File: config.mk
export PLATFORM = sky130hd
export DESIGN_NAME = amo_translate_check_alu
export DESIGN_NICKNAME = d
export VERILOG_FILES = /design/src/rtl/amo_pkg.sv /design/src/rtl/amo_chk.sv /design/src/rtl/amo_alu.sv /design/src/rtl/amo_translate_check_alu.sv
export SDC_FILE = /design/constraint.sdc
export NUM_CORES = 1
export LEC_CHECK = 0
export ABC_AREA = 1
export BUFFER_PORTS_ARGS = -buffer_cell sky130_fd_sc_hd__buf_2
export CELL_PAD_IN_SITES_DETAIL_PLACEMENT = 0
export CELL_PAD_IN_SITES_GLOBAL_PLACEMENT = 1
export CORE_ASPECT_RATIO = 1.75
export CORE_MARGIN = 3
export CORE_UTILIZATION = 40
export CTS_CLUSTER_SIZE = 8
export DETAILED_ROUTE_END_ITERATION = 6
export PLACE_DENSITY_LB_ADDON = 0.1
export SYNTH_ARGS = -nofsm -noshare
export SYNTH_HDL_FRONTEND = slang
export SYNTH_SLANG_ARGS = --single-unit
File: constraint.sdc
create_clock -name clk -period 10.6 [get_ports clk]
set_input_delay 2.65 -clock clk [delete_from_list [all_inputs] [get_ports clk]]
set_output_delay 2.65 -clock clk [all_outputs]
set_load 0.02 [all_outputs]
File: src/rtl/amo_pkg.sv
// Shared types and constants for the atomic memory operation unit.
// Used by amo_chk, amo_alu and amo_translate_check_alu; depends on nothing.
package amo_pkg;

  typedef enum logic [1:0] {
    ST_OK       = 2'd0,
    ST_MISALIGN = 2'd1,
    ST_PGFAULT  = 2'd2,
    ST_ACCFAULT = 2'd3
  } status_t;

  localparam logic [3:0] OP_SWAP = 4'd0;
  localparam logic [3:0] OP_ADD  = 4'd1;
  localparam logic [3:0] OP_AND  = 4'd2;
  localparam logic [3:0] OP_OR   = 4'd3;
  localparam logic [3:0] OP_XOR  = 4'd4;
  localparam logic [3:0] OP_MAX  = 4'd5;
  localparam logic [3:0] OP_MIN  = 4'd6;
  localparam logic [3:0] OP_MAXU = 4'd7;
  localparam logic [3:0] OP_MINU = 4'd8;

  localparam logic [1:0] PRIV_USER    = 2'd0;
  localparam logic [1:0] PRIV_SUPER   = 2'd1;
  localparam logic [1:0] PRIV_MACHINE = 2'd3;

  localparam logic [1:0] LVL_4K = 2'd1;
  localparam logic [1:0] LVL_2M = 2'd2;
  localparam logic [1:0] LVL_1G = 2'd3;

  localparam int unsigned CfgIdxW  = 3;
  localparam int unsigned CfgDataW = 2;
  localparam logic [CfgIdxW-1:0] CFG_CUR_PRIV = 3'd0;
  localparam logic [CfgIdxW-1:0] CFG_MPRV     = 3'd1;
  localparam logic [CfgIdxW-1:0] CFG_MPP      = 3'd2;
  localparam logic [CfgIdxW-1:0] CFG_SUM      = 3'd3;
  localparam logic [CfgIdxW-1:0] CFG_TRANS_EN = 3'd4;

  // Largest page offset (1 GiB page).
  localparam int unsigned OffW = 30;

  // Control that travels down the pipeline with each item.
  typedef struct packed {
    logic    valid;
    logic    fault;       // misaligned or page fault: address and data zeroed
    status_t fault_code;
    logic    load_ok;
    logic    store_ok;
  } ctl_t;

  // Current privilege state of the hart.
  typedef struct packed {
    logic [1:0] cur_priv;
    logic       mprv;
    logic [1:0] mpp;
    logic       sum;
    logic       trans_en;
  } csr_t;

endpackage

File: src/rtl/amo_chk.sv
// First pipeline stage: translation bypass decision, page crossing and
// permission checks, offset selection and sign extension. Depends on amo_pkg.
module amo_chk (
  input  logic                        clk,
  input  logic                        rst_n,
  input  logic                        in_fire,
  input  amo_pkg::csr_t               csr,
  input  logic [3:0]                  in_operation,
  input  logic [63:0]                 in_virt_addr,
  input  logic                        in_is_double,
  input  logic signed [63:0]          in_source_value,
  input  logic                        in_tlb_hit,
  input  logic [3:0]                  in_tlb_flags,
  input  logic [1:0]                  in_page_level,
  input  logic [63:0]                 in_page_base,
  input  logic [63:0]                 in_memory_data,
  input  logic                        in_load_ok,
  input  logic                        in_store_ok,
  output amo_pkg::ctl_t               s1_ctl,
  output logic [63:0]                 s1_addr_base,
  output logic [amo_pkg::OffW-1:0]    s1_addr_off,
  output logic [3:0]                  s1_op,
  output logic [63:0]                 s1_src,
  output logic [63:0]                 s1_old
);

  amo_pkg::ctl_t            ctl_r, ctl_nxt;
  logic [63:0]              base_r, base_nxt;
  logic [amo_pkg::OffW-1:0] off_r, off_nxt;
  logic [3:0]               op_r;
  logic [63:0]              src_r;
  logic [63:0]              old_r, old_nxt;

  logic       bypass;
  logic [1:0] eff_priv;
  logic       crossing;
  logic       pte_bad;
  logic       user_bad;
  logic       sum_bad;
  logic       lvl_bad;
  logic [amo_pkg::OffW-1:0] offset;

  always_comb begin
    bypass = ((csr.cur_priv == amo_pkg::PRIV_MACHINE) &&
              (!csr.mprv || (csr.mpp == amo_pkg::PRIV_MACHINE))) || !csr.trans_en;
    eff_priv = (csr.mprv && (csr.cur_priv == amo_pkg::PRIV_MACHINE)) ?
               csr.mpp : csr.cur_priv;
    // The access crosses a 4 KiB boundary when the in-page offset is too
    // close to the end of the page for its size.
    crossing = in_is_double ? (in_virt_addr[11:0] > 12'hFF8)
                            : (in_virt_addr[11:0] > 12'hFFC);
    pte_bad  = !in_tlb_hit || !in_tlb_flags[0] || !in_tlb_flags[1] || !in_tlb_flags[2];
    user_bad = (eff_priv == amo_pkg::PRIV_USER) && !in_tlb_flags[3];
    sum_bad  = !csr.sum && (eff_priv == amo_pkg::PRIV_SUPER) && in_tlb_flags[3];

    lvl_bad = 1'b0;
    offset  = '0;
    case (in_page_level)
      amo_pkg::LVL_4K: offset = {18'd0, in_virt_addr[11:0]};
      amo_pkg::LVL_2M: offset = {9'd0, in_virt_addr[20:0]};
      amo_pkg::LVL_1G: offset = in_virt_addr[amo_pkg::OffW-1:0];
      default:         lvl_bad = 1'b1;
    endcase

    ctl_nxt.valid      = in_fire;
    ctl_nxt.fault      = !bypass && (crossing || pte_bad || user_bad || sum_bad || lvl_bad);
    ctl_nxt.fault_code = crossing ? amo_pkg::ST_MISALIGN : amo_pkg::ST_PGFAULT;
    ctl_nxt.load_ok    = in_load_ok;
    ctl_nxt.store_ok   = in_store_ok;

    base_nxt = bypass ? in_virt_addr : in_page_base;
    off_nxt  = bypass ? '0 : offset;
    old_nxt  = in_is_double ? in_memory_data
                            : {{32{in_memory_data[31]}}, in_memory_data[31:0]};
  end

  always_ff @(posedge clk) begin
    if (!rst_n) begin
      ctl_r <= '0;
    end else begin
      ctl_r <= ctl_nxt;
    end
  end

  always_ff @(posedge clk) begin
    if (in_fire) begin
      base_r <= base_nxt;
      off_r  <= off_nxt;
      op_r   <= in_operation;
      src_r  <= in_source_value;
      old_r  <= old_nxt;
    end
  end

  assign s1_ctl       = ctl_r;
  assign s1_addr_base = base_r;
  assign s1_addr_off  = off_r;
  assign s1_op        = op_r;
  assign s1_src       = src_r;
  assign s1_old       = old_r;

endmodule

File: src/rtl/amo_alu.sv
// Second pipeline stage: physical address sum and the atomic operation on
// the old memory value. Depends on amo_pkg.
module amo_alu (
  input  logic                      clk,
  input  logic                      rst_n,
  input  amo_pkg::ctl_t             s1_ctl,
  input  logic [63:0]               s1_addr_base,
  input  logic [amo_pkg::OffW-1:0]  s1_addr_off,
  input  logic [3:0]                s1_op,
  input  logic [63:0]               s1_src,
  input  logic [63:0]               s1_old,
  output amo_pkg::ctl_t             s2_ctl,
  output logic [63:0]               s2_pa,
  output logic [63:0]               s2_wdata,
  output logic [63:0]               s2_old
);

  amo_pkg::ctl_t ctl_r;
  logic [63:0]   pa_r, pa_nxt;
  logic [63:0]   wdata_r, wdata_nxt;
  logic [63:0]   old_r;

  logic lt_u;
  logic lt_s;
  logic gt_u;
  logic gt_s;

  always_comb begin
    pa_nxt = s1_addr_base + {{(64 - amo_pkg::OffW){1'b0}}, s1_addr_off};
    lt_u   = s1_src < s1_old;
    gt_u   = s1_src > s1_old;
    lt_s   = $signed(s1_src) < $signed(s1_old);
    gt_s   = $signed(s1_src) > $signed(s1_old);
    case (s1_op)
      amo_pkg::OP_SWAP: wdata_nxt = s1_src;
      amo_pkg::OP_ADD:  wdata_nxt = s1_src + s1_old;
      amo_pkg::OP_AND:  wdata_nxt = s1_src & s1_old;
      amo_pkg::OP_OR:   wdata_nxt = s1_src | s1_old;
      amo_pkg::OP_XOR:  wdata_nxt = s1_src ^ s1_old;
      amo_pkg::OP_MAX:  wdata_nxt = gt_s ? s1_src : s1_old;
      amo_pkg::OP_MIN:  wdata_nxt = lt_s ? s1_src : s1_old;
      amo_pkg::OP_MAXU: wdata_nxt = gt_u ? s1_src : s1_old;
      amo_pkg::OP_MINU: wdata_nxt = lt_u ? s1_src : s1_old;
      // Unknown codes write the old value back, leaving memory unchanged.
      default:          wdata_nxt = s1_old;
    endcase
  end

  always_ff @(posedge clk) begin
    if (!rst_n) begin
      ctl_r <= '0;
    end else begin
      ctl_r <= s1_ctl;
    end
  end

  always_ff @(posedge clk) begin
    if (s1_ctl.valid) begin
      pa_r    <= pa_nxt;
      wdata_r <= wdata_nxt;
      old_r   <= s1_old;
    end
  end

  assign s2_ctl   = ctl_r;
  assign s2_pa    = pa_r;
  assign s2_wdata = wdata_r;
  assign s2_old   = old_r;

endmodule

File: src/rtl/amo_translate_check_alu.sv
// Top level of the atomic memory operation unit with Sv39 address checks.
// Instantiates amo_chk and amo_alu; depends on amo_pkg.
//
// Usage:
//   An item is taken at each rising edge with start high and busy low. The
//   unit is fully pipelined, so busy is always low and a new item may be
//   given in every cycle. Each item carries the virtual address, the TLB
//   lookup result for it, the old memory value and the memory status.
//   Each item passes the check, ALU and output registers in that order and
//   shows its result on the out_ ports, with out_valid high, for exactly
//   one cycle. Throughput is one item per cycle. The result cannot be held
//   off by the receiver; it must be taken in the cycle that out_valid
//   marks. Stages: privilege and permission checks with offset selection,
//   then the 64-bit physical address sum in parallel with the atomic ALU,
//   then the status priority and zeroing of fields for faulted items. The
//   privilege registers are written through cfg_we, cfg_index and cfg_data;
//   the user must do so only while no item is in flight, which the block
//   itself does not enforce. Reset restores machine mode with translation
//   off and empties the pipeline; no result is shown after a reset until a
//   new item is taken.
module amo_translate_check_alu (
  input  logic                          clk,
  input  logic                          rst_n,
  input  logic                          cfg_we,
  input  logic [amo_pkg::CfgIdxW-1:0]   cfg_index,
  input  logic [amo_pkg::CfgDataW-1:0]  cfg_data,
  input  logic                          start,
  output logic                          busy,
  input  logic [3:0]                    in_operation,
  input  logic [63:0]                   in_virt_addr,
  input  logic                          in_is_double,
  input  logic signed [63:0]            in_source_value,
  input  logic                          in_tlb_hit,
  input  logic [3:0]                    in_tlb_flags,
  input  logic [1:0]                    in_page_level,
  input  logic [63:0]                   in_page_base,
  input  logic [63:0]                   in_memory_data,
  input  logic                          in_load_ok,
  input  logic                          in_store_ok,
  output logic                          out_valid,
  output logic [1:0]                    out_status_code,
  output logic [63:0]                   out_phys_addr,
  output logic [63:0]                   out_store_data,
  output logic                          out_store_enable,
  output logic signed [63:0]            out_old_value
);

  // Privilege state registers.
  amo_pkg::csr_t csr_r;

  always_ff @(posedge clk) begin
    if (!rst_n) begin
      csr_r.cur_priv <= amo_pkg::PRIV_MACHINE;
      csr_r.mprv     <= 1'b0;
      csr_r.mpp      <= amo_pkg::PRIV_USER;
      csr_r.sum      <= 1'b0;
      csr_r.trans_en <= 1'b0;
    end else if (cfg_we) begin
      case (cfg_index)
        amo_pkg::CFG_CUR_PRIV: csr_r.cur_priv <= cfg_data;
        amo_pkg::CFG_MPRV:     csr_r.mprv     <= cfg_data[0];
        amo_pkg::CFG_MPP:      csr_r.mpp      <= cfg_data;
        amo_pkg::CFG_SUM:      csr_r.sum      <= cfg_data[0];
        amo_pkg::CFG_TRANS_EN: csr_r.trans_en <= cfg_data[0];
        default: ;
      endcase
    end
  end

  // The pipeline never stalls, so every start is taken.
  logic in_fire;
  assign busy    = 1'b0;
  assign in_fire = start && !busy;

  amo_pkg::ctl_t            s1_ctl;
  logic [63:0]              s1_addr_base;
  logic [amo_pkg::OffW-1:0] s1_addr_off;
  logic [3:0]               s1_op;
  logic [63:0]              s1_src;
  logic [63:0]              s1_old;

  amo_chk u_chk (
    .clk             (clk),
    .rst_n           (rst_n),
    .in_fire         (in_fire),
    .csr             (csr_r),
    .in_operation    (in_operation),
    .in_virt_addr    (in_virt_addr),
    .in_is_double    (in_is_double),
    .in_source_value (in_source_value),
    .in_tlb_hit      (in_tlb_hit),
    .in_tlb_flags    (in_tlb_flags),
    .in_page_level   (in_page_level),
    .in_page_base    (in_page_base),
    .in_memory_data  (in_memory_data),
    .in_load_ok      (in_load_ok),
    .in_store_ok     (in_store_ok),
    .s1_ctl          (s1_ctl),
    .s1_addr_base    (s1_addr_base),
    .s1_addr_off     (s1_addr_off),
    .s1_op           (s1_op),
    .s1_src          (s1_src),
    .s1_old          (s1_old)
  );

  amo_pkg::ctl_t s2_ctl;
  logic [63:0]   s2_pa;
  logic [63:0]   s2_wdata;
  logic [63:0]   s2_old;

  amo_alu u_alu (
    .clk          (clk),
    .rst_n        (rst_n),
    .s1_ctl       (s1_ctl),
    .s1_addr_base (s1_addr_base),
    .s1_addr_off  (s1_addr_off),
    .s1_op        (s1_op),
    .s1_src       (s1_src),
    .s1_old       (s1_old),
    .s2_ctl       (s2_ctl),
    .s2_pa        (s2_pa),
    .s2_wdata     (s2_wdata),
    .s2_old       (s2_old)
  );

  // Output stage: status priority and zeroing. A misaligned or page-faulting
  // item keeps only its fault code, all else zero; a failed load keeps only
  // the address; a failed store keeps the data but drops the store enable.
  logic              valid_r;
  amo_pkg::status_t  status_r, status_nxt;
  logic [63:0]       pa_r, pa_nxt;
  logic [63:0]       wdata_r, wdata_nxt;
  logic              sten_r, sten_nxt;
  logic [63:0]       old_r, old_nxt;
  logic              data_ok;

  always_comb begin
    data_ok   = !s2_ctl.fault && s2_ctl.load_ok;
    pa_nxt    = s2_ctl.fault ? 64'd0 : s2_pa;
    wdata_nxt = data_ok ? s2_wdata : 64'd0;
    old_nxt   = data_ok ? s2_old : 64'd0;
    sten_nxt  = data_ok && s2_ctl.store_ok;
    if (s2_ctl.fault) begin
      status_nxt = s2_ctl.fault_code;
    end else if (!s2_ctl.load_ok || !s2_ctl.store_ok) begin
      status_nxt = amo_pkg::ST_ACCFAULT;
    end else begin
      status_nxt = amo_pkg::ST_OK;
    end
  end

  always_ff @(posedge clk) begin
    if (!rst_n) begin
      valid_r <= 1'b0;
    end else begin
      valid_r <= s2_ctl.valid;
    end
  end

  always_ff @(posedge clk) begin
    if (s2_ctl.valid) begin
      status_r <= status_nxt;
      pa_r     <= pa_nxt;
      wdata_r  <= wdata_nxt;
      sten_r   <= sten_nxt;
      old_r    <= old_nxt;
    end
  end

  assign out_valid        = valid_r;
  assign out_status_code  = status_r;
  assign out_phys_addr    = pa_r;
  assign out_store_data   = wdata_r;
  assign out_store_enable = sten_r;
  assign out_old_value    = old_r;

endmodule

==> results of run 1 <==
## worst min-delay path: stages, from the launching register on
cell                      delay, ns
sky130_fd_sc_hd__dfxtp_1       0.29
sky130_fd_sc_hd__nand2_1       0.05
sky130_fd_sc_hd__inv_1         0.03
## cell usage after synthesis, types with 13 or more instances
library cell	n
sky130_fd_sc_hd__nor4_1	15
sky130_fd_sc_hd__xor2_1	47
sky130_fd_sc_hd__clkbuf_1	92
sky130_fd_sc_hd__buf_2	22
sky130_fd_sc_hd__nand3_1	398
sky130_fd_sc_hd__o21a_1	16
sky130_fd_sc_hd__dfxtp_1	20
sky130_fd_sc_hd__a31oi_1	19
sky130_fd_sc_hd__a211oi_1	26
sky130_fd_sc_hd__a21oi_1	234
sky130_fd_sc_hd__nand4_1	38
sky130_fd_sc_hd__nand2_1	963
sky130_fd_sc_hd__a21o_1	24
sky130_fd_sc_hd__nor3_1	58
sky130_fd_sc_hd__o21bai_1	19
sky130_fd_sc_hd__o21ai_0	181
sky130_fd_sc_hd__edfxtp_1	613
sky130_fd_sc_hd__ha_1	222
sky130_fd_sc_hd__o22ai_1	44
sky130_fd_sc_hd__nor2_1	645
sky130_fd_sc_hd__buf_4	13
sky130_fd_sc_hd__inv_1	685
sky130_fd_sc_hd__xnor2_1	16
## how the worst max path moves through the flow
stage                startpoint                 end  slack (ns)
6_report       u_chk.s1_old[12]  u_alu.s2_wdata[31]        5.11
5_1_grt        u_chk.s1_old[47]  u_alu.s2_wdata[31]        4.88
4_1_cts        u_chk.s1_old[12]  u_alu.s2_wdata[31]        5.13
3_5_place_dp   u_chk.s1_old[12]  u_alu.s2_wdata[31]        5.15
3_3_place_gp   u_chk.s1_old[12]  u_alu.s2_wdata[31]        5.12
2_1_floorplan   u_alu.s2_ctl[5]    out_old_value[0]        5.46
## where the power goes
| part | leakage, uW | switching [uW] | internal, uW |
|---|---|---|---|
| Combinational | 0.0130 | 1030 | 409 |
| Sequential | 0.00616 | 114 | 2930 |
| Clock | 0.00119 | 1090 | 1510 |
## area by class of cell
| class | instances | area (um2) |
|---|---|---|
| fillers | 9403 | 50290 |
| clock buffers | 100 | 2268 |
| multi-input cells | 3062 | 15940 |
| inverters | 699 | 2626 |
| diodes | 11 | 27.53 |
| repair buffers | 512 | 2680 |
| flip-flops and latches | 633 | 18820 |
| clock inverters | 9 | 168.9 |
| well taps | 1208 | 1511 |
## per-stage QoR
step	cell area (um2)	total power, uW	setup slack, ns
6_report	44040	7083	5.109
5_1_grt	44010	7392	4.878
4_1_cts	44010	7167	5.135
3_5_place_dp	41570	4527	5.152
3_3_place_gp	41570	4525	5.124
2_1_floorplan	38050	3959	5.464
## sequential cells by signal, indices dropped and copies added (netlist names)
| register | count |
|---|---|
| u_alu.s2_old | 64 |
| u_chk.s1_old | 64 |
| u_chk.s1_op | 4 |
| u_alu.s2_wdata | 64 |
| u_chk.s1_src | 64 |
| out_store_data | 64 |
| out_status_code | 2 |
| out_old_value | 64 |
| u_chk.s1_ctl | 6 |
| u_chk.s1_addr_base | 64 |
| u_chk.s1_addr_off | 30 |
| u_alu.s2_ctl | 6 |
| out_store_enable | 1 |
| out_phys_addr | 64 |
| u_alu.s2_pa | 64 |
| csr_r | 7 |
| out_valid | 1 |
## metal layers
layer  routed length, um  global-route usage [%]  vias to the layer above
li1                    -                       -                    15870
met5                 241                       0                        -
met3                7569                   5.875                      393
met4                9780                   17.79                       34
met1               48340                   27.39                    15150
met2               74850                   52.94                     1010
## cells by family (layout without fill, tap and decap cells)
family,Yosys count,in the layout,share of synthesized area (%)
AO/OA/AOI/OAI,617,617,9.297
XOR/XNOR,63,63,1.450
adder cells (fa/ha/maj),224,224,7.406
buffers and inverters,849,1320,8.780
flip-flops,633,633,49.43
other,1,12,0.009856
AND/OR/NAND/NOR,2157,2157,23.62
==> parameters.txt, run 1 <==
Parameter                              Value

Run status
  Outcome    finished, violations left
  Violated checks    design-rule violations

STA
  Setup Total Neg Slack    0 ns
  Number of max-slew violations in the final report    0
  Worst clock skew    0.03262 ns
  Final hold violations    0
  Worst-case headroom to the max-slew limit    25.56%
  Least-Margin Pin Slew    1.109 ns
  Number of endpoints failing setup at the final stage    0
  Achievable frequency    0.1821 GHz
  Worst hold slack    0.4119 ns
  Setup repair after global routing missed its margin    no
  Final worst path period need    5.491 ns
  Final period util    51.80%

Setup path
  Register-to-Register Setup Slack    5.11 ns
  Buffering stage count on the worst path with inverters included    6
  Count of cells along the worst register-to-register path    21
  Critical path capture point type    register
  Maximum fanout encountered on the critical timing path    51
  Cells traversed along the worst timing path    inv_1, ha_1, inv_1, nand2_1, nor3_1, nand2_1, nand2_1, nand2_1, nand2_1, nand2_2, buf_4, nand2_4, buf_4, nand3_1, nand2_1, buf_4, inv_1, nand2_1, nand3_1, nor2_1, nand3_1
  Endpoint of the most critical register-to-register path    u_alu.s2_wdata[31]
  Critical Path Source Type    register
  Maximum cell stage delay along the critical path    0.62 ns
  Crit Path Category    reg -> reg
  CP dominant cell by count    sky130_fd_sc_hd__nand2_1
  Data arrival time at the worst-slack endpoint    5.91 ns
  Slowest cell on crit path    sky130_fd_sc_hd__buf_4
  Worst reg2reg startpoint    u_chk.s1_old[12]
  Worst endpoint required time    11.02 ns
  Kind of cell adding the most delay to the critical path    simple AND/OR/NAND/NOR gates
  Number of cells on the critical path    21

Clocking
  Clock-pin slew of the registers on the worst-case setup and hold paths    0.05 ns
  CTS tree    done
  Number of instances resized during post-cts repair    0
  Postcts setup bufs    0
  Maximum number of buffers from clock root to sink    3
  Clk Tree Root Cell    sky130_fd_sc_hd__clkbuf_16
  H-tree lvl count    3
  CTS Sinks    633
  Number of buffers added by the clock tree synthesis step    89
  Worst-skew pair later-pin latency    0.69 ns
  Cts hold-fix bufs    0

Drt
  Final ANT Viol Nets    0
  Via count    32450
  Avg WL per Cell    22.58 um
  Iteration-0 DRC count of the detailed router    2030
  DR pass1 iterations    7
  Mean number of vias per cell    5.206
  Final Routed Wirelength    140.8 mm
  DRC violations left    2

Run
  Count of maximum capacitance violations    0

Global routing
  Total global routing track utilization    27.98%
  GRT Residual Overflow    0
  Pin count of the biggest net entering global routing    131
  Number of global-route vias before repair    33200
  Number of antenna violations at the first check in global routing    28
  Global-route wire length before repair    205.1 mm

Power
  Worst vdd rail ir drop    0.1187 mV
  Power density of the placed cells    160.8 nW/um2
  Leakage component of the power    0.02030 uW

Logic synthesis
  Top post-synthesis cells by area    sky130_fd_sc_hd__edfxtp_1, sky130_fd_sc_hd__nand2_1, sky130_fd_sc_hd__ha_1
  Mean instance size in the synthesized netlist    8.373 um2
  Warnings from Yosys    0
  Share of the yosys chip area belonging to registers    49.43%
  Cell type contributing the most total cell area after synthesis    sky130_fd_sc_hd__edfxtp_1
  Number of flops mapped to enable cells by yosys    613
  Number of cells produced by synthesis    4544
  Mapped Nets    5047
  Count of state elements after synthesis    633
  Proportion of synthesized flip-flops having asynchronous set or reset    0%
  Proportion of netlist area held by the largest area contributor    48.38%
  Number of distinct library cells after synthesis    56
  Top flip-flop cell by instance count after synthesis    sky130_fd_sc_hd__edfxtp_1
  Netlist Area Pre-Place    38050 um2

Finish
  Fraction of final layout cells sized beyond drive strength 1    13.20%
  Commonest cells after routing, fill and taps aside    sky130_fd_sc_hd__nand2_1, sky130_fd_sc_hd__inv_1, sky130_fd_sc_hd__nor2_1, sky130_fd_sc_hd__edfxtp_1, sky130_fd_sc_hd__buf_2
  Layout Area Growth over Synthesis    15.75%
  Final standard cell count with taps included and fillers excluded    6234
  Final-stage net count    5500
  Utilization after layout    46.69%
  Most common library cell in the layout ignoring fill and taps    sky130_fd_sc_hd__nand2_1

Worst hold path
  Worst Min Path Start    u_chk.s1_ctl[4]
  Class of the worst hold path    reg -> reg
  Endpoint of the worst hold-timing path    u_alu.s2_ctl[4]
  Min-Delay Path Depth    2

Floorplan
  Starting density of the core    40.33%
  Die ar.    99000 um2
  Floorplan die height    414.0 um
  Width of the die    239.1 um
  Count of standard-cell rows    149
  Count of boundary I/O pins    476
  Core Footprint    94330 um2

Placement
  Number of port buffers    474
  Post-DP HPWL    107.4 mm
  Routability cong.    0.9896
  Cell count after placement    6114
Note: power is estimated with default switching activity, not from simulation.
==> run 2, diff against run 1 <==
--- a/config.mk
+++ b/config.mk
@@ -5,7 +5,7 @@
 export SDC_FILE = /design/constraint.sdc
 export NUM_CORES = 1
 export LEC_CHECK = 0
-export ABC_AREA = 1
+export ABC_AREA = 0
 export BUFFER_PORTS_ARGS = -buffer_cell sky130_fd_sc_hd__buf_2
 export CELL_PAD_IN_SITES_DETAIL_PLACEMENT = 0
 export CELL_PAD_IN_SITES_GLOBAL_PLACEMENT = 1
==> constraint.sdc (replaced) <==
create_clock -name clk -period 5.1 [get_ports clk]
set_input_delay 1.275 -clock clk [delete_from_list [all_inputs] [get_ports clk]]
set_output_delay 1.275 -clock clk [all_outputs]
set_load 0.02 [all_outputs]
==> run 2 against run 1 <==
- the flow now finishes without violations
- register-to-register slack got worse by 4.7 ns
- clock skew decreased by 0.0058 ns
- sequential share of layout area increased by 5.0 points
- maximum frequency increased by 17%
- final area decreased by 11%
- critical endpoint is now u_alu.s2_wdata[37]
- largest cell class unchanged
- largest power group unchanged
==> parameters.txt, run 2 <==
Parameter                              Value

Clocking
  Postcts setup bufs    0 (unchanged)
  Maximum number of buffers from clock root to sink    3 (unchanged)
  CTS Sinks    633 (unchanged)
  Number of buffers added by the clock tree synthesis step    89 (unchanged)
  H-tree lvl count    3 (unchanged)
  Worst-skew pair later-pin latency    0.67 ns (was 0.69 ns)
  Clock-pin slew of the registers on the worst-case setup and hold paths    0.05 ns (about the same)
  Clk Tree Root Cell    sky130_fd_sc_hd__clkbuf_16 (unchanged)
  Cts hold-fix bufs    0 (unchanged)
  CTS tree    done (unchanged)

Global routing
  Number of antenna violations at the first check in global routing    18 (was 28)
  Met2 Usage GRT    42.05% (was 52.94%)
  GRT Residual Overflow    0 (unchanged)
  Met1 track demand over resource in global routing    25.43% (was 27.39%)
  Pin count of the biggest net entering global routing    101 (was 131)
  Number of global-route vias before repair    25000 (was 33200)
  Global-route wire length before repair    152.2 mm (was 205.1 mm)
  Total global routing track utilization    23.14% (was 27.98%)
  Global routing met3 resource utilization    5.027% (was 5.875%)
  Busiest layer in global routing    met2 (unchanged)

Placement
  Number of port buffers    474 (unchanged)
  Cell count after placement    4217 (was 6114)
  Routability cong.    0.9606 (was 0.9896)
  Post-DP HPWL    73.63 mm (was 107.4 mm)
  Cell area reported after detailed placement    37000 um2 (was 41570 um2)

Drt
  DR pass1 iterations    5 (was 7)
  DRC violations left    0 (was 2)
  Final ANT Viol Nets    0 (unchanged)
  Mean number of vias per cell    5.447 (was 5.206)
  Final Routed Wirelength    101.6 mm (was 140.8 mm)
  Iteration-0 DRC count of the detailed router    1395 (was 2030)
  Avg WL per Cell    23.44 um (was 22.58 um)
  Via count    23610 (was 32450)

STA
  Final worst path period need    4.686 ns (was 5.491 ns)
  Final hold violations    0 (unchanged)
  Number of endpoints failing setup at the final stage    0 (unchanged)
  Number of max-slew violations in the final report    0 (unchanged)
  Setup repair after global routing missed its margin    no (unchanged)
  Least-Margin Pin Slew    1.413 ns (was 1.109 ns)
  Achievable frequency    0.2134 GHz (was 0.1821 GHz)
  Final period util    91.89% (was 51.80%)
  Worst-case headroom to the max-slew limit    5.777% (was 25.56%)
  Worst clock skew    0.02685 ns (was 0.03262 ns)
  Setup Total Neg Slack    0 ns (unchanged)
  Worst hold slack    0.4360 ns (was 0.4119 ns)

Logic synthesis
  Warnings from Yosys    0 (unchanged)
  Number of cells produced by synthesis    2758 (was 4544)
  Commonest cells in the synthesized netlist    sky130_fd_sc_hd__edfxtp_1, sky130_fd_sc_hd__ha_1, sky130_fd_sc_hd__a21oi_1 (was sky130_fd_sc_hd__nand2_1, sky130_fd_sc_hd__inv_1, sky130_fd_sc_hd__nor2_1)
  Number of distinct library cells after synthesis    89 (was 56)
  Proportion of synthesized flip-flops having asynchronous set or reset    0% (unchanged)
  Top flip-flop cell by instance count after synthesis    sky130_fd_sc_hd__edfxtp_1 (unchanged)
  Count of state elements after synthesis    633 (unchanged)
  Netlist Area Pre-Place    33190 um2 (was 38050 um2)
  Proportion of netlist area held by the largest area contributor    55.46% (was 48.38%)
  Top post-synthesis cells by area    sky130_fd_sc_hd__edfxtp_1, sky130_fd_sc_hd__ha_1, sky130_fd_sc_hd__and2_1 (was sky130_fd_sc_hd__edfxtp_1, sky130_fd_sc_hd__nand2_1, sky130_fd_sc_hd__ha_1)
  Cell with the most instances after synthesis    sky130_fd_sc_hd__edfxtp_1 (was sky130_fd_sc_hd__nand2_1)
  Share of the yosys chip area belonging to registers    56.66% (was 49.43%)
  Mean instance size in the synthesized netlist    12.03 um2 (was 8.373 um2)
  Mapped Nets    3261 (was 5047)
  Number of flops mapped to enable cells by yosys    613 (unchanged)
  Cell type contributing the most total cell area after synthesis    sky130_fd_sc_hd__edfxtp_1 (unchanged)

Power
  Power density of the placed cells    350.8 nW/um2 (was 160.8 nW/um2)
  Combinational power share    16.2% (was 20.3%)
  Sequential share of power    45.5% (was 43.0%)
  Clk network pwr share    38.3% (was 36.7%)
  Leakage component of the power    0.01639 uW (was 0.02030 uW)
  Proportion of total power due to net switching    27.06% (was 31.51%)
  Switching power of the nets    3740 uW (was 2232 uW)
  Worst vdd rail ir drop    0.2372 mV (was 0.1187 mV)
  Total internal power    10080 uW (was 4851 uW)

Finish
  Utilization after layout    48.01% (was 46.69%)
  Layout Area Growth over Synthesis    18.73% (was 15.75%)
  Final-stage net count    3754 (was 5500)
  Fraction of final layout cells sized beyond drive strength 1    23.16% (was 13.20%)
  Fill cell total of the finished layout    7536 (was 9403)
  Commonest cells after routing, fill and taps aside    sky130_fd_sc_hd__edfxtp_1, sky130_fd_sc_hd__buf_2, sky130_fd_sc_hd__ha_1, sky130_fd_sc_hd__a21oi_1, sky130_fd_sc_hd__inv_1 (was sky130_fd_sc_hd__nand2_1, sky130_fd_sc_hd__inv_1, sky130_fd_sc_hd__nor2_1, sky130_fd_sc_hd__edfxtp_1, sky130_fd_sc_hd__buf_2)
  Final standard cell count with taps included and fillers excluded    4334 (was 6234)
  Finished Cell Area    39410 um2 (was 44040 um2)
  Most common library cell in the layout ignoring fill and taps    sky130_fd_sc_hd__edfxtp_1 (was sky130_fd_sc_hd__nand2_1)

Setup path
  Maximum fanout encountered on the critical timing path    10 (was 51)
  Data arrival time at the worst-slack endpoint    5.08 ns (was 5.91 ns)
  Crit Path Category    reg -> reg (unchanged)
  Register-to-Register Setup Slack    0.41 ns (was 5.11 ns)
  Count of cells along the worst register-to-register path    13 (was 21)
  Worst endpoint required time    5.49 ns (was 11.02 ns)
  Critical Path Source Type    register (unchanged)
  Critical path capture point type    register (unchanged)

Floorplan
  Core Footprint    82090 um2 (was 94330 um2)
  Starting density of the core    40.43% (was 40.33%)
  Width of the die    223.8 um (was 239.1 um)
  Die ar.    86610 um2 (was 99000 um2)
  Floorplan die height    387.1 um (was 414.0 um)
  Count of standard-cell rows    139 (was 149)
  Count of boundary I/O pins    476 (unchanged)

Worst hold path
  Class of the worst hold path    reg -> reg (unchanged)
  Min-Delay Path Depth    1 (was 2)

Run
  Count of maximum capacitance violations    0 (unchanged)

Run status
  Outcome    finished clean (was finished, violations left)
==> run 2: cell types whose count changed in the layout (fill, tap and decap cells not counted), moves of 77 or more <==
cell,delta
sky130_fd_sc_hd__inv_1,-511
sky130_fd_sc_hd__and2_1,+162
sky130_fd_sc_hd__nor2b_1,+98
sky130_fd_sc_hd__nand3_1,-355
sky130_fd_sc_hd__nand2_1,-793
sky130_fd_sc_hd__nor2_1,-550
sky130_fd_sc_hd__o21ai_0,-77
==> run 2: power by group through the flow <==
stage	clock network, uW	registers (uW)	logic (uW)
2_1_floorplan	0	6360	1380
3_3_place_gp	0	6380	2200
5_1_grt	5660	6320	2440
6_report	5300	6290	2230
3_5_place_dp	0	6390	2220
4_1_cts	5450	6290	2240
==> run 2: final timing paths <==
| kind | end | from |
|---|---|---|
| min reg2reg | u_alu.s2_ctl[3] | u_chk.s1_ctl[3] |
| min | u_alu.s2_ctl[3] | u_chk.s1_ctl[3] |
| max | u_alu.s2_wdata[37] | u_chk.s1_old[44] |
| max reg2reg | u_alu.s2_wdata[37] | u_chk.s1_old[44] |
==> run 2: timing repair <==
item                                    in CTS  in global routing
endpoints found under the hold margin        0                  0
resized for setup                            0                  2
endpoints found under the setup margin       0                 28
==> run 2: kinds of logic after synthesis <==
kind of cell / synth area share, %
AND/OR/NAND/NOR: 11.74
flip-flops: 56.66
multiplexers: 2.533
buffers and inverters: 3.785
adder cells (fa/ha/maj): 8.489
XOR/XNOR: 3.031
other: 0.01130
AO/OA/AOI/OAI: 13.74
==> run 2: area by class of cell <==
type / instances / area (um2) / area share, %
Sequential cell: 633 / 18820 / 47.75
Multi-Input combinational cell: 1808 / 13200 / 33.51
Timing Repair Buffer: 547 / 3018 / 7.658
Clock buffer: 101 / 2293 / 5.820
Tap cell: 1057 / 1323 / 3.356
Inverter: 172 / 645.6 / 1.638
Clock inverter: 7 / 85.08 / 0.2159
Antenna cell: 9 / 22.52 / 0.05715
==> run 2: critical path, stage by stage, from the launching register on <==
cell and delay, ns:
sky130_fd_sc_hd__edfxtp_1 0.43, sky130_fd_sc_hd__inv_1 0.12, sky130_fd_sc_hd__ha_1 0.44, sky130_fd_sc_hd__or4_1 0.58
sky130_fd_sc_hd__or3_4 0.41, sky130_fd_sc_hd__nor4_4 0.44, sky130_fd_sc_hd__nand2_2 0.11, sky130_fd_sc_hd__o211a_1 0.31
sky130_fd_sc_hd__mux2i_2 0.23, sky130_fd_sc_hd__nor2_4 0.27, sky130_fd_sc_hd__nand2_1 0.36, sky130_fd_sc_hd__a221oi_1 0.36
sky130_fd_sc_hd__o21ai_0 0.14, sky130_fd_sc_hd__a2bb2oi_1 0.18
==> run 2: stage by stage <==
stage | total power (uW) | worst slack (ns)
final | 13820 | 0.4136
after global routing | 14420 | 0.06980
after CTS | 13980 | 0.1604
after detailed placement | 8605 | 0.2049
after floorplan | 7745 | 0.03912
after global placement | 8587 | 0.1615
==> run 2: routing by layer <==
| layer | part of all wire (%) | wire, um | up-vias |
|---|---|---|---|
| li1 | - | - | 11120 |
| met1 | 37 | 37890 | 11520 |
| met4 | 4.5 | 4533 | 14 |
| met2 | 52 | 53240 | 753 |
| met3 | 5.7 | 5822 | 200 |
| met5 | 0.090 | 91 | - |
